### config.mk
export PLATFORM = sky130hd
export DESIGN_NAME = frhb_queue
export DESIGN_NICKNAME = d
export VERILOG_FILES = /design/src/hw/rtl/frhb_pkg.sv /design/src/hw/rtl/frhb_queue.sv
export SDC_FILE = /design/constraint.sdc
export NUM_CORES = 1
export LEC_CHECK = 0
export BUFFER_PORTS_ARGS = -buffer_cell sky130_fd_sc_hd__buf_2
export CAP_MARGIN = 0
export CORE_MARGIN = 2
export CORE_UTILIZATION = 50
export DETAILED_ROUTE_END_ITERATION = 16
export HOLD_SLACK_MARGIN = 0.12
export PLACE_DENSITY = 0.67
export SLEW_MARGIN = 25
export SYNTH_ARGS = -nofsm -noshare
export SYNTH_HDL_FRONTEND = slang
export SYNTH_SLANG_ARGS = --single-unit
### constraint.sdc
create_clock -name clk -period 1.65 [get_ports clk]
set_input_delay 0.33 -clock clk [delete_from_list [all_inputs] [get_ports clk]]
set_output_delay 0.33 -clock clk [all_outputs]
set_load 0.01 [all_outputs]
### src/hw/rtl/frhb_pkg.sv
`default_nettype none

package frhb_pkg;

  // field widths fixed by the port list
  localparam int SAMPLE_W   = 32;
  localparam int HALF_W     = 31;
  localparam int INV_W      = 32;
  localparam int SEL_W      = 10;
  localparam int IDX_W      = 10;
  localparam int COUNT_W    = 32;
  localparam int TOTAL_W    = 48;
  localparam int TALLY_OUT_W = 11;

  // bin arithmetic: offset times reciprocal, top bits of the product
  localparam int PROD_W     = 64;
  localparam int PROD_SHIFT = 40;
  localparam int BIN_RAW_W  = PROD_W - PROD_SHIFT;

  // saturation limits
  localparam logic [COUNT_W-1:0]     COUNT_MAX     = '1;
  localparam logic [TOTAL_W-1:0]     TOTAL_MAX     = '1;
  localparam logic [TALLY_OUT_W-1:0] TALLY_OUT_MAX = '1;

  // sign bias for unsigned range compare
  localparam logic [SAMPLE_W-1:0] SIGN_BIAS = 32'h8000_0000;

  // register reset values
  localparam logic [HALF_W-1:0] HALF_RANGE_RST    = 31'd16777216;
  localparam logic [INV_W-1:0]  INV_BIN_WIDTH_RST = 32'd33554432;

  // command codes
  localparam logic OP_ADD  = 1'b0;
  localparam logic OP_READ = 1'b1;

  // configuration register indexes
  localparam logic CFG_HALF_RANGE    = 1'b0;
  localparam logic CFG_INV_BIN_WIDTH = 1'b1;

  // queue between classifier and update engine
  localparam int QUEUE_DEPTH = 8;
  localparam int QUEUE_AW    = 3;
  localparam int PEND_W      = QUEUE_AW + 1;

  // what the update engine has to do with one entry
  typedef enum logic [1:0] {
    KIND_ADD,
    KIND_READ,
    KIND_MISS,
    KIND_DROP
  } entry_kind_t;

  // back end status seen by the top level
  typedef struct packed {
    logic pop;
    logic clearing;
  } back_status_t;

endpackage

`default_nettype wire

### src/hw/rtl/frhb_queue.sv
`default_nettype none

module frhb_queue #(
  parameter int DATA_W = 1
) (
  input  wire logic                  clk,
  input  wire logic                  rst,
  input  wire logic                  push,
  input  wire frhb_pkg::entry_kind_t in_kind,
  input  wire logic [DATA_W-1:0]     in_data,
  input  wire logic                  pop,
  output logic                       valid,
  output frhb_pkg::entry_kind_t      out_kind,
  output logic [DATA_W-1:0]          out_data
);

  frhb_pkg::entry_kind_t       kind_q [frhb_pkg::QUEUE_DEPTH];
  logic [DATA_W-1:0]           data_q [frhb_pkg::QUEUE_DEPTH];
  logic [frhb_pkg::QUEUE_AW-1:0] wptr;
  logic [frhb_pkg::QUEUE_AW-1:0] rptr;
  logic [frhb_pkg::PEND_W-1:0]   count;

  // pointers and fill level; upstream credit keeps it from overflowing
  always_ff @(posedge clk) begin
    if (rst) begin
      wptr  <= '0;
      rptr  <= '0;
      count <= '0;
    end else begin
      if (push) wptr <= wptr + 1'b1;
      if (pop)  rptr <= rptr + 1'b1;
      case ({push, pop})
        2'b10:   count <= count + 1'b1;
        2'b01:   count <= count - 1'b1;
        default: count <= count;
      endcase
    end
  end

  // entry storage
  always_ff @(posedge clk) begin
    if (push) begin
      kind_q[wptr] <= in_kind;
      data_q[wptr] <= in_data;
    end
  end

  // head of queue shown ahead of the pop
  assign valid    = (count != '0);
  assign out_kind = kind_q[rptr];
  assign out_data = data_q[rptr];

endmodule

`default_nettype wire

# == Word level (Yosys, flattened, before mapping) ==
# Memory sizes are Yosys's and may differ from the RTL's. A register that Yosys moved wholly into a read port is not among the register bits.
# Cells that the tools add are included.
# totals
out_inout_bits,4
reg_bits,10
elab_cells,20
inputBits,7
mem_bits_rw,24
n_memories,2
# classes
n_reduce_logical,2
n_eq_ne,2
muxes,7
add_sub_neg,4
# memory_table
memory,words,word_bits,read_ports,rd_ports_with_merged_regs,wr,line,text
kind_q,8,2,1,1,1,frhb_queue.sv:17,frhb_pkg::entry_kind_t kind_q [frhb_pkg::QUEUE_DEPTH];
data_q,8,1,1,1,1,frhb_queue.sv:18,logic [DATA_W-1:0] data_q [frhb_pkg::QUEUE_DEPTH];
# ops
operator,count
2-to-1 mux 3 bit,4
case mux 4 bit (2 select lines),1
"adder 3 x 1 -> 3 bit, second input constant",2
"adder 4 x 1 -> 4 bit, second input constant",1
nonzero test 4 bit,1
"subtractor 4 x 1 -> 4 bit, second input constant",1
"== test 2 x 1 -> 1 bit, second input constant",1
"== test 2 bit, second input constant",1
2-to-1 mux 1 bit,2
nonzero test 2 bit,1

# == Logic depth before layout (Yosys ltp) ==
# depth
word_depth,3
depth_mapped,8

# == Worst setup path after synthesis ==
# No wires, ideal clock.
# synth_timing
kind,input-to-reg
start,input port push
end,register count[2] (netlist name)
required_time_ns,1.579
arrival_ns,1.581
setup_slack_ns,-0.001
cell_stages,8
setup_ns,0.071
path_cell_list,inv_1 -> ha_1 -> xor2_1 -> ha_1 -> a21oi_1 -> xor2_1 -> or3_1 -> a21oi_1
# synth_between
elab_chain_len,2
elab_cells_between_ends,4
# synth_lines
element,line,text
from (decl),frhb_queue.sv:8,"input wire logic push,"
== test 2 x 1 -> 1 bit / == test 2 bit (equally long branches),frhb_queue.sv:32,"case ({push, pop})"
case mux 4 bit (2 select lines) / nonzero test 2 bit (equally long branches),--,
to (signal assigned),frhb_queue.sv:33,2'b10: count <= count + 1'b1;
to (signal assigned),frhb_queue.sv:34,2'b01: count <= count - 1'b1;
to (signal assigned),frhb_queue.sv:35,default: count <= count;
to (decl),frhb_queue.sv:21,logic [frhb_pkg::PEND_W-1:0] count;
# Parallel ways exist; a longest one is shown, timed or not.
# A chain may end at the register's enable or synchronous reset.

==> impl_metrics.json <==
{
  "ir_drop_uv": 561,
  "syn-cell-area_um2": 1530,
  "worst_slew_pin_slew_ps": 437,
  "crit_arrival_ps": 1660,
  "cts_hold_buf": 0,
  "dp_hpwl_um": 1740,
  "ys.flop_type": "edfxtp_1",
  "synth_edf_count": 24,
  "worstPathRequired_ps": 1320,
  "critPathLaunchType": "flop",
  "ys_seq_area_share_pct": 63.9,
  "netlist.area_leader.share_pct": 47.0,
  "portBuffers": 10,
  "powerDensity_nw_per_um2": 1080,
  "cts_buffers": 5,
  "finalCriticalPeriod_ps": 1990,
  "relSlewSlack_pct": 70.6,
  "grt_antenna_before_repair": 0,
  "crit_type": "flop to output pin",
  "clock_sinks": 37,
  "grtUsageMet1_pct": 20.9,
  "fin_area_um2": 1740,
  "gr-usage-met2_pct": 25.9,
  "totalWireLength_um": 2360,
  "dp_slack_ps": -177,
  "path_buf_inv": 1,
  "finalHoldViolCount": 0,
  "placed_cell_area_um2": 1650,
  "swShare_pct": 21.7,
  "p_switching_mw": 0.411,
  "async_flop_share_pct": 0,
  "setup_tns_ps": -1000,
  "worstSkewPairLatency_ps": 320,
  "yosysUniqueCellTypes": 23,
  "finalWorstSetupSlack_ps": -338,
  "drtIter0Drc": 42,
  "fin_crit_sh_pct": 121,
  "synth-seq-cells": 37,
  "core_um2": 2980,
  "gp_congestion": 0.694,
  "grt_pass1_vias": 822,
  "post-route-util_pct": 58.6,
  "syn_to_final_growth_pct": 13.7,
  "overflow": 0,
  "cp_top_family": "multiplexers",
  "worst_setup_path_end_kind": "output pin",
  "firstDrtPassIters": 4,
  "outcome": "finished with violations",
  "io_pins": 11,
  "skew_ps": 3.56,
  "power_frac_clock_pct": 30.9,
  "h-tree-depth": 2,
  "use_met3_pct": 5.90,
  "power_frac_comb_pct": 12.6,
  "gr-usage-all-layers_pct": 16.4,
  "leakagePower_nw": 0.646,
  "hp-class": "input port to flop",
  "ant_nets": 0,
  "rsz0062_at_grt": "true",
  "clockBufferDepth": 2,
  "cts_tree": "done",
  "fmax_mhz": 503,
  "rows": 20,
  "timing.max_cap.violations": 0,
  "die_x_um": 59.4,
  "ys_warn_count": 0,
  "grt_max_degree": 13,
  "die_area_um2": 3530,
  "antennaDiodeCount": 0,
  "critPathMaxStageDelay_ps": 510,
  "die_h_um": 59.4,
  "setup_viol": 3,
  "start_util_pct": 51.5,
  "cp_slowest_cell": "mux4_2",
  "crit_path_max_fanout": 6,
  "grt_busiest_layer": "met2",
  "drc": 0,
  "path_cells": "mux4_2, mux2_2, buf_6",
  "vias": 864,
  "final_nets": 136,
  "final_layout_size_suffix_gt1_share_pct": 29.6,
  "synth_fp_nets": 115,
  "grt_pass1_wl_um": 3970,
  "synth_top_cell_by_area": "edfxtp_1",
  "root_buffer": "clkbuf_4",
  "wl_per_cell_um": 14.9,
  "netlist_instances": 103,
  "internal-power_mw": 1.48,
  "power_frac_seq_pct": 56.5,
  "slew_violations": 0,
  "avgViaCountPerCell": 5.47,
  "avgSynthCellArea_um2": 14.9,
  "synthTopCellsByArea": "edfxtp_1 47%, dfxtp_1 17%, mux4_1 10%",
  "path_clk_slew_ps": 100,
  "violations": "negative setup slack"
}
==> layer usage <==
layer  routed length, µm  vias to the layer above
li1                    -                      421
met1                1070                      420
met2                1180                       18
met3                  82                        5
met4                  19                        0
met5                   0                        -
==> cells in the mapped netlist, types with 3 or more instances <==
cell / n
nor2_1: 16
mux2_2: 4
a21oi_1: 3
dfxtp_1: 13
mux2i_1: 3
ha_1: 5
mux4_1: 6
nand2b_1: 4
nand2_1: 6
xor2_1: 5
edfxtp_1: 24
==> sequential cells by signal, summed over array words and instances, names as in the netlist, named ones only <==
name	cells
kind_q	16
rptr	3
data_q	8
count	4
wptr	3
==> power by group through the flow <==
stage	clock, mW	combinational (mW)	sequential [mW]
after CTS	0.597	0.241	1.07
final	0.584	0.238	1.07
after floorplan	0	0.151	1.07
after global routing	0.640	0.266	1.08
after detailed placement	0	0.208	1.09
after global placement	0	0.200	1.08
==> path summary, 6_finish.rpt <==
kind,start,end,slack (ps),depth (start not counted)
worst max-delay path,flop,out_kind[1],-340,3
worst min register to register,wptr[0],wptr[0],500,2
worst min-delay path,in_kind[0],kind_q[2][0],280,1
worst max register to register,count[1],count[2],210,6
==> cell families after synthesis <==
family	after synthesis	share of synthesized area, %
compound gates	7	2.69
flops	37	63.9
fa+ha+maj	5	4.08
simple gates	32	9.46
xor+xnor	6	3.43
buf+inv	3	1.22
mux	13	15.2
==> cell type report <==
type                    count  area, µm²
fillers                   229       1230
flip-flops and latches     37        988
multi-input cells          63        522
repair buffers             16        114
clock buffers               6       41.3
well taps                  33       41.3
clock inverters             2       33.8
inverters                   1       3.75
==> what timing repair did <==
item,CTS,global route
setup buffers,1,0
setup endpoints to repair,4,4
pin swaps,0,0
gates resized for setup,15,1
==> per-stage QoR <==
| stage | power (mW) | std cells | hold WS [ps] |
|---|---|---|---|
| final | 1.89 | 158 | 283 |
| after global routing | 1.98 | 158 | 262 |
| after CTS | 1.91 | 158 | 272 |
| after detailed placement | 1.30 | 149 | 496 |
| after global placement | 1.28 | 149 | 476 |
| after floorplan | 1.22 | 103 | 429 |
==> layout by cell type, fill, tap and decap left out, drive strengths merged <==
master  netlist  layout
mux2i         3       3
nand2         6       6
clkbuf        1       6
dfxtp        13      13
edfxtp       24      24
mux2          4       4
xnor2         1       1
ha            5       5
or3           1       1
or4           1       1
bufinv        0       1
o21ai         2       2
xor2          5       5
mux4          6       6
nand2b        4       4
inv           1       1
clkinv        0       1
nor3          2       2
a32o          1       1
nor2b         1       1
o22ai         1       1
nor3b         1       1
nor2         16      16
a21oi         3       3
buf           1      16
(Power assumes the default switching activity.)
