**src/hw/rtl/frhb_pkg.sv**
```systemverilog
`default_nettype none

package frhb_pkg;

  // field widths fixed by the port list
  localparam int SAMPLE_W   = 32;
  localparam int HALF_W     = 31;
  localparam int INV_W      = 32;
  localparam int SEL_W      = 10;
  localparam int IDX_W      = 10;
  localparam int COUNT_W    = 32;
  localparam int TOTAL_W    = 48;
  localparam int TALLY_OUT_W = 11;

  // bin arithmetic: offset times reciprocal, top bits of the product
  localparam int PROD_W     = 64;
  localparam int PROD_SHIFT = 40;
  localparam int BIN_RAW_W  = PROD_W - PROD_SHIFT;

  // saturation limits
  localparam logic [COUNT_W-1:0]     COUNT_MAX     = '1;
  localparam logic [TOTAL_W-1:0]     TOTAL_MAX     = '1;
  localparam logic [TALLY_OUT_W-1:0] TALLY_OUT_MAX = '1;

  // sign bias for unsigned range compare
  localparam logic [SAMPLE_W-1:0] SIGN_BIAS = 32'h8000_0000;

  // register reset values
  localparam logic [HALF_W-1:0] HALF_RANGE_RST    = 31'd16777216;
  localparam logic [INV_W-1:0]  INV_BIN_WIDTH_RST = 32'd33554432;

  // command codes
  localparam logic OP_ADD  = 1'b0;
  localparam logic OP_READ = 1'b1;

  // configuration register indexes
  localparam logic CFG_HALF_RANGE    = 1'b0;
  localparam logic CFG_INV_BIN_WIDTH = 1'b1;

  // queue between classifier and update engine
  localparam int QUEUE_DEPTH = 8;
  localparam int QUEUE_AW    = 3;
  localparam int PEND_W      = QUEUE_AW + 1;

  // what the update engine has to do with one entry
  typedef enum logic [1:0] {
    KIND_ADD,
    KIND_READ,
    KIND_MISS,
    KIND_DROP
  } entry_kind_t;

  // back end status seen by the top level
  typedef struct packed {
    logic pop;
    logic clearing;
  } back_status_t;

endpackage

`default_nettype wire

```
**src/hw/rtl/frhb_front.sv**
```systemverilog
`default_nettype none

module frhb_front #(
  parameter int BIN_COUNT = 1024,
  localparam int BIN_W = $clog2(BIN_COUNT)
) (
  input  wire logic                              clk,
  input  wire logic                              rst,
  input  wire logic                              accept,
  input  wire logic                              opcode,
  input  wire logic [frhb_pkg::SAMPLE_W-1:0]     sample,
  input  wire logic [frhb_pkg::SEL_W-1:0]        bin_select,
  input  wire logic [frhb_pkg::HALF_W-1:0]       half_range,
  input  wire logic [frhb_pkg::INV_W-1:0]        inv_bin_width,
  output logic                                   push,
  output frhb_pkg::entry_kind_t                  push_kind,
  output logic [BIN_W-1:0]                       push_addr,
  output logic [frhb_pkg::IDX_W-1:0]             push_idx
);

  localparam logic [16:0] BIN_COUNT_S = 17'(BIN_COUNT);
  localparam logic [frhb_pkg::BIN_RAW_W:0] BIN_COUNT_R = (frhb_pkg::BIN_RAW_W + 1)'(BIN_COUNT);
  localparam logic [BIN_W-1:0] BIN_LAST = BIN_W'(BIN_COUNT - 1);

  // stage 0: captured beat
  logic                          s0_valid;
  logic                          s0_op;
  logic [frhb_pkg::SAMPLE_W-1:0] s0_sample;
  logic [frhb_pkg::SEL_W-1:0]    s0_sel;

  // stage 1: classified beat
  logic                          s1_valid;
  frhb_pkg::entry_kind_t         s1_kind;
  logic [frhb_pkg::SAMPLE_W-1:0] s1_offset;
  logic [BIN_W-1:0]              s1_addr;
  logic [frhb_pkg::IDX_W-1:0]    s1_idx;

  // stage 2: product ready
  logic                          s2_valid;
  frhb_pkg::entry_kind_t         s2_kind;
  logic [frhb_pkg::PROD_W-1:0]   s2_prod;
  logic [BIN_W-1:0]              s2_addr;
  logic [frhb_pkg::IDX_W-1:0]    s2_idx;

  logic [frhb_pkg::SAMPLE_W-1:0]  biased;
  logic [frhb_pkg::SAMPLE_W-1:0]  low;
  logic [frhb_pkg::SAMPLE_W-1:0]  high;
  logic                           in_range;
  logic                           sel_miss;
  frhb_pkg::entry_kind_t          cls_kind;
  logic [frhb_pkg::BIN_RAW_W-1:0] bin_raw;
  logic                           bin_clamp;
  logic [BIN_W-1:0]               add_addr;

  // valid chain
  always_ff @(posedge clk) begin
    if (rst) begin
      s0_valid <= 1'b0;
      s1_valid <= 1'b0;
      s2_valid <= 1'b0;
    end else begin
      s0_valid <= accept;
      s1_valid <= s0_valid;
      s2_valid <= s1_valid;
    end
  end

  // capture the accepted beat
  always_ff @(posedge clk) begin
    if (accept) begin
      s0_op     <= opcode;
      s0_sample <= sample;
      s0_sel    <= bin_select;
    end
  end

  // range test on the biased sample, read bound test
  always_comb begin
    biased   = s0_sample ^ frhb_pkg::SIGN_BIAS;
    low      = frhb_pkg::SIGN_BIAS - {1'b0, half_range};
    high     = frhb_pkg::SIGN_BIAS + {1'b0, half_range};
    in_range = (biased >= low) && (biased <= high);
    sel_miss = {7'd0, s0_sel} >= BIN_COUNT_S;
    if (s0_op == frhb_pkg::OP_READ) begin
      cls_kind = sel_miss ? frhb_pkg::KIND_MISS : frhb_pkg::KIND_READ;
    end else begin
      cls_kind = in_range ? frhb_pkg::KIND_ADD : frhb_pkg::KIND_DROP;
    end
  end

  always_ff @(posedge clk) begin
    s1_kind   <= cls_kind;
    s1_offset <= biased - low;
    s1_addr   <= BIN_W'(s0_sel);
    s1_idx    <= (s0_op == frhb_pkg::OP_READ) ? s0_sel : '0;
  end

  // scale the offset by the reciprocal bin width
  always_ff @(posedge clk) begin
    s2_kind <= s1_kind;
    s2_prod <= frhb_pkg::PROD_W'(s1_offset) * frhb_pkg::PROD_W'(inv_bin_width);
    s2_addr <= s1_addr;
    s2_idx  <= s1_idx;
  end

  // bin number and clamp to the last bin
  always_comb begin
    bin_raw   = s2_prod[frhb_pkg::PROD_W-1:frhb_pkg::PROD_SHIFT];
    bin_clamp = {1'b0, bin_raw} >= BIN_COUNT_R;
    add_addr  = bin_clamp ? BIN_LAST : BIN_W'(bin_raw);
    push      = s2_valid;
    push_kind = s2_kind;
    if (s2_kind == frhb_pkg::KIND_ADD) begin
      push_addr = add_addr;
      push_idx  = frhb_pkg::IDX_W'(add_addr);
    end else begin
      push_addr = s2_addr;
      push_idx  = s2_idx;
    end
  end

endmodule

`default_nettype wire

```
**config.mk**
```make
export PLATFORM = sky130hd
export DESIGN_NAME = frhb_front
export DESIGN_NICKNAME = d
export VERILOG_FILES = /design/src/hw/rtl/frhb_pkg.sv /design/src/hw/rtl/frhb_front.sv
export SDC_FILE = /design/constraint.sdc
export NUM_CORES = 2
export LEC_CHECK = 0
export BUFFER_PORTS_ARGS = -buffer_cell sky130_fd_sc_hd__clkbuf_2
export CAP_MARGIN = 25
export CORE_AREA = 10 10 315 317
export CTS_BUF_LIST = sky130_fd_sc_hd__clkbuf_4 sky130_fd_sc_hd__clkbuf_8
export DETAILED_ROUTE_END_ITERATION = 6
export DIE_AREA = 0 0 325 327
export HOLD_SLACK_MARGIN = 0.06
export MAX_ROUTING_LAYER = met4
export SETUP_SLACK_MARGIN = 0.05
export SYNTH_ARGS = -nofsm -noshare
export SYNTH_HDL_FRONTEND = slang
export SYNTH_SLANG_ARGS = --single-unit
export TNS_END_PERCENT = 20
```
**constraint.sdc**
```tcl
create_clock -name clk -period 6.8 [get_ports clk]
set_clock_uncertainty 0.2 [all_clocks]
set_input_delay 0.68 -clock clk [delete_from_list [all_inputs] [get_ports clk]]
set_output_delay 0.68 -clock clk [all_outputs]
set_load 0.05 [all_outputs]
```
# Word level (Yosys, flattened, before mapping)

Cells that the tools add are included.

Register bits: 186
Bits of input ports: 109
Output and inout port bits: 23

Add/subtract/negate cells: 3
Multiply operators: 1
Order comparisons: 3
Multiplexer cells: 4
Bitwise logic cells: 1
Reduce and logical (&&, ||, !) cells: 2

Operators by type and width:

| operator                                                                              | count |
|---|---|
| 32-bit by 32-bit multiplier with 64-bit output                                        | 1 |
| 32-bit by 31-bit adder with 32-bit output, first input constant                       | 1 |
| 32-bit greater-or-equal comparator                                                    | 1 |
| 32-bit <= comparator                                                                  | 1 |
| 32-bit by 31-bit subtractor with 32-bit output, first input constant                  | 1 |
| 32-bit subtractor                                                                     | 1 |
| 10-bit two-way mux                                                                    | 3 |
| 24-bit by 11-bit greater-or-equal comparator with 1-bit output, second input constant | 1 |
| 2-bit zero test                                                                       | 1 |
| 2-bit two-way mux                                                                     | 1 |
| 1-bit logical AND                                                                     | 1 |
| 1-bit inverter                                                                        | 1 |

# Depth between registers and ports, before layout

Depth in word-level cells: 4
Mapped depth: 25
Mapped depth without buffers: 24

# Worst setup path before layout

OpenSTA, ideal clock, no wires.

Path type: input port to flip-flop
Start point: input inv_bin_width[11] (netlist bit)
End point: register s2_prod[60] (netlist bit)
Setup time: 0.093 ns
Arrival: 6.991 ns
Required time: 6.507 ns
Setup slack: -0.484 ns
Stages on the path: 23
Path buffers: 1
Cells stage by stage: clkbuf_1 and2_1 fa_1 inv_1 fa_1 fa_1 fa_1 inv_1 fa_1 fa_1 fa_1 inv_1 fa_1 inv_1 ha_1 a21oi_1 nand2_1 a41oi_1 o31ai_1 a211oi_1 a21oi_1 or2_1 o311ai_2

Cells in the longest elaborated chain, start to end: 1

RTL lines:

| item                                           | RTL line          | RTL |
|---|---|---|
| from (decl)                                    | frhb_front.sv:14  | `input wire logic [frhb_pkg::INV_W-1:0] inv_bin_width,` |
| 32-bit by 32-bit multiplier with 64-bit output | frhb_front.sv:101 | `s2_prod <= frhb_pkg::PROD_W'(s1_offset) * frhb_pkg::PROD_W'(inv_bin_width);` |
| to (signal assigned)                           | frhb_front.sv:101 |  |
| to (decl)                                      | frhb_front.sv:41  | `logic [frhb_pkg::PROD_W-1:0] s2_prod;` |

Every way passes these cells.
A chain may end at the register's enable or synchronous reset.

# Worst setup path in the final report

Start point: register s1_offset[11] (netlist bit)
End point: register s2_prod[48] (netlist bit)

Cells in the longest elaborated chain, start to end: 1

RTL lines:

| item                                           | RTL line          | RTL |
|---|---|---|
| from (decl)                                    | frhb_front.sv:34  | `logic [frhb_pkg::SAMPLE_W-1:0] s1_offset;` |
| from (signal assigned)                         | frhb_front.sv:93  | `s1_offset <= biased - low;` |
| 32-bit by 32-bit multiplier with 64-bit output | frhb_front.sv:101 |  |

Every way passes these cells.

==> out/metrics.cfg <==
[status]
outcome=complete, but fails checks
violations=setup timing

[yosys]
synth_top_cell_by_area=fa_1
synth.avg_cell_area_um2=9.37
synth_edf_count=43
synth-async-reset-ratio_pct=0
synth_area_um2=39500
yosysTopAreaCellShare_pct=45.4
synth-seq-cells=146
synth.area.top_cells=fa_1 45%, ha_1 10%, and2_1 9.8%, inv_1 8.6%, dfxtp_1 5.2%
synthTopCellsByCount=904 x inv_1, 896 x fa_1, 616 x and2_1
synth.most_common_cell=inv_1
yosys_warnings=0
syn_nets=5540
ys.flop_type=dfxtp_1
synthDistinctLibCells=82
ys_seq_area_share_pct=8.49
synthCells=4212

[routing]
post-route-drc-count=0
ant_nets=0
detail_route.wirelength_um=107000
first_iter_violations=1641
via_per_inst=4.96
dr.pass1.iters=6
vias=29100
wl_per_cell_um=18.2

[setup_path]
r2r_slack_ps=-400
crit_fanout=8
worstPathArrival_ps=7530
start_kind=flip-flop
slowest_delay_ps=570
r2r_cells=25
critPathCaptureType=flip-flop
worstSetupPathType=reg -> reg
required_ps=7130
cpMaxStageDelayCell=fa_1
cpMostUsedCell=fa_1

[global_route]
grt_max_degree=37
grt_pass1_vias=32300
grt_use_total_pct=21.4
overflow=0
antenna_found_initial=6
grt_pass1_wl_um=175000

[clock_network]
root_buffer=clkbuf_8
worstSkewPairLatency_ps=550
clockBufferDepth=2
cts_sinks=146
cts_buffers=17
htreeDepth=4
cts_tree=done
clk_pin_slew_ps=110

[floorplan]
die_area_um2=106000
io_pins=132
die_w_um=325
core_um2=92800
fp.dieH_um=327
rows=112
initial_core_util_pct=42.6

[finish]
num-fill-cells=8685
area_growth_pct=17.7
drive_gt1_share_pct=16.6
fin_nets=5920

[hold_path]
hold_class=reg -> reg
hold_depth=0

[sta]
setup_viol=24
rsz0062_at_grt=true
hold_violations=0
layout_min_cycle_time_ps=7200
max_freq_mhz=139
slew_violations=0
slew_headroom_pct=59.7
min_period_over_period_pct=106
worstMarginPinSlew_ps=598
fin_setup_tns_ps=-5990
finalWorstSetupSlack_ps=-404

[placed_design]
place_congestion=0.907
port_buffers=131
hpwlAfterDp_um=93900

[job]
timing.max_cap.violations=0

==> layout by cell type, fill, tap and decap left out, drive strengths merged, types with 6 or more instances in the layout <==
master	count
nor2b	20
buf	399
fa	896
o211ai	14
dlygate4sd3	44
nand3	29
nand4	25
a21o	51
edfxtp	43
xor2	17
nor2	58
nand2	486
clkbuf	148
o22a	20
xnor2	53
a211oi	11
inv	920
a311oi	6
a21oi	99
ha	323
a211o	6
o21bai	9
and3	12
nor3	30
o21ai	43
dfxtp	103
nor4	16
o2111ai	8
and4	7
o21a	15
and2	616
==> per-stage QoR <==
stage               hold WS [ps]  utilization [%]  instances  setup slack, ps  instance area, µm²
CTS                          127             49.9       5856             -433               46300
finish                       123             50.1       5864             -404               46500
floorplan                    110                -       4212             -275               40100
detailed placement           112             48.5       5772            -1130               45000
global route                 128             50.1       5863             -647               46500
global placement             110             48.4       5770            -1070               44900
==> final timing paths <==
| path | startpoint | end |
|---|---|---|
| worst max-delay path | s1_offset[11]$_DFF_P_ | s2_prod[48]$_DFF_P_ |
| worst max register to register | s1_offset[11]$_DFF_P_ | s2_prod[48]$_DFF_P_ |
| worst min-delay path | s1_addr[6]$_DFF_P_ | s2_addr[6]$_DFF_P_ |
| worst min register to register | s1_addr[6]$_DFF_P_ | s2_addr[6]$_DFF_P_ |
==> state kept, by name (all words and copies together) (netlist names), 2 cells and up <==
name and count:
s0_sample 32, s1_offset 32, s2_prod 24, s0_sel 10, s1_addr 10, s1_idx 10, s2_addr 10, s2_idx 10
push_kind 2, s1_kind 2
==> critical path: cells and delay by family (launching register included) <==
| family | cells | cell delay, ps |
|---|---|---|
| AOI/OAI and AO/OA | 5 | 1290 |
| adders and majority gates | 9 | 4050 |
| and+or+nand+nor | 3 | 320 |
| DFF | 1 | 430 |
| buffers and inverters | 7 | 760 |
| xor gates and xnor gates | 1 | 130 |
==> per-layer routing <==
layer  GRT usage [%]  wire [µm]  vias to the layer above
met5               -          0                        -
met4            5.73       3040                        0
met1            27.3      46300                    14800
li1                -          -                    13400
met3            2.12       4640                      165
met2            36.2      52500                      727
==> layout make-up <==
| type | instances | area (µm²) | share of cell area [%] |
|---|---|---|---|
| tap | 1254 | 1570 | 3.38 |
| clock inverter | 14 | 164 | 0.353 |
| sequential | 146 | 3380 | 7.28 |
| antenna | 5 | 12.5 | 0.0269 |
| clock buffer | 18 | 241 | 0.520 |
| multi-input combinational | 2945 | 32600 | 70.2 |
| timing repair buffer | 573 | 5070 | 10.9 |
| inverter | 909 | 3410 | 7.34 |
==> cells by family (layout without fill, tap and decap cells) <==
kind of cell	Yosys count	in the layout	synth area share [%]
AND/OR/NAND/NOR	1326	1326	17.7
adder cells (fa/ha/maj)	1219	1219	55.7
buffers and inverters	1121	1514	10.7
AO/OA/AOI/OAI	326	326	5.86
flip-flops	146	146	8.49
XOR/XNOR	70	70	1.55
multiplexers	4	4	0.105
other	0	5	0
==> timing repair <==
action,CTS,global route
buffers inserted,8,3
cloned,1,0
resized for setup,96,54
endpoints found under the setup margin,24,24
pin swaps,56,61
hold buffers,44,0
hold endpoints to repair,46,0
Power is not shown: default switching activity piles up to over one toggle a cycle in this logic, so the estimate is an artifact.
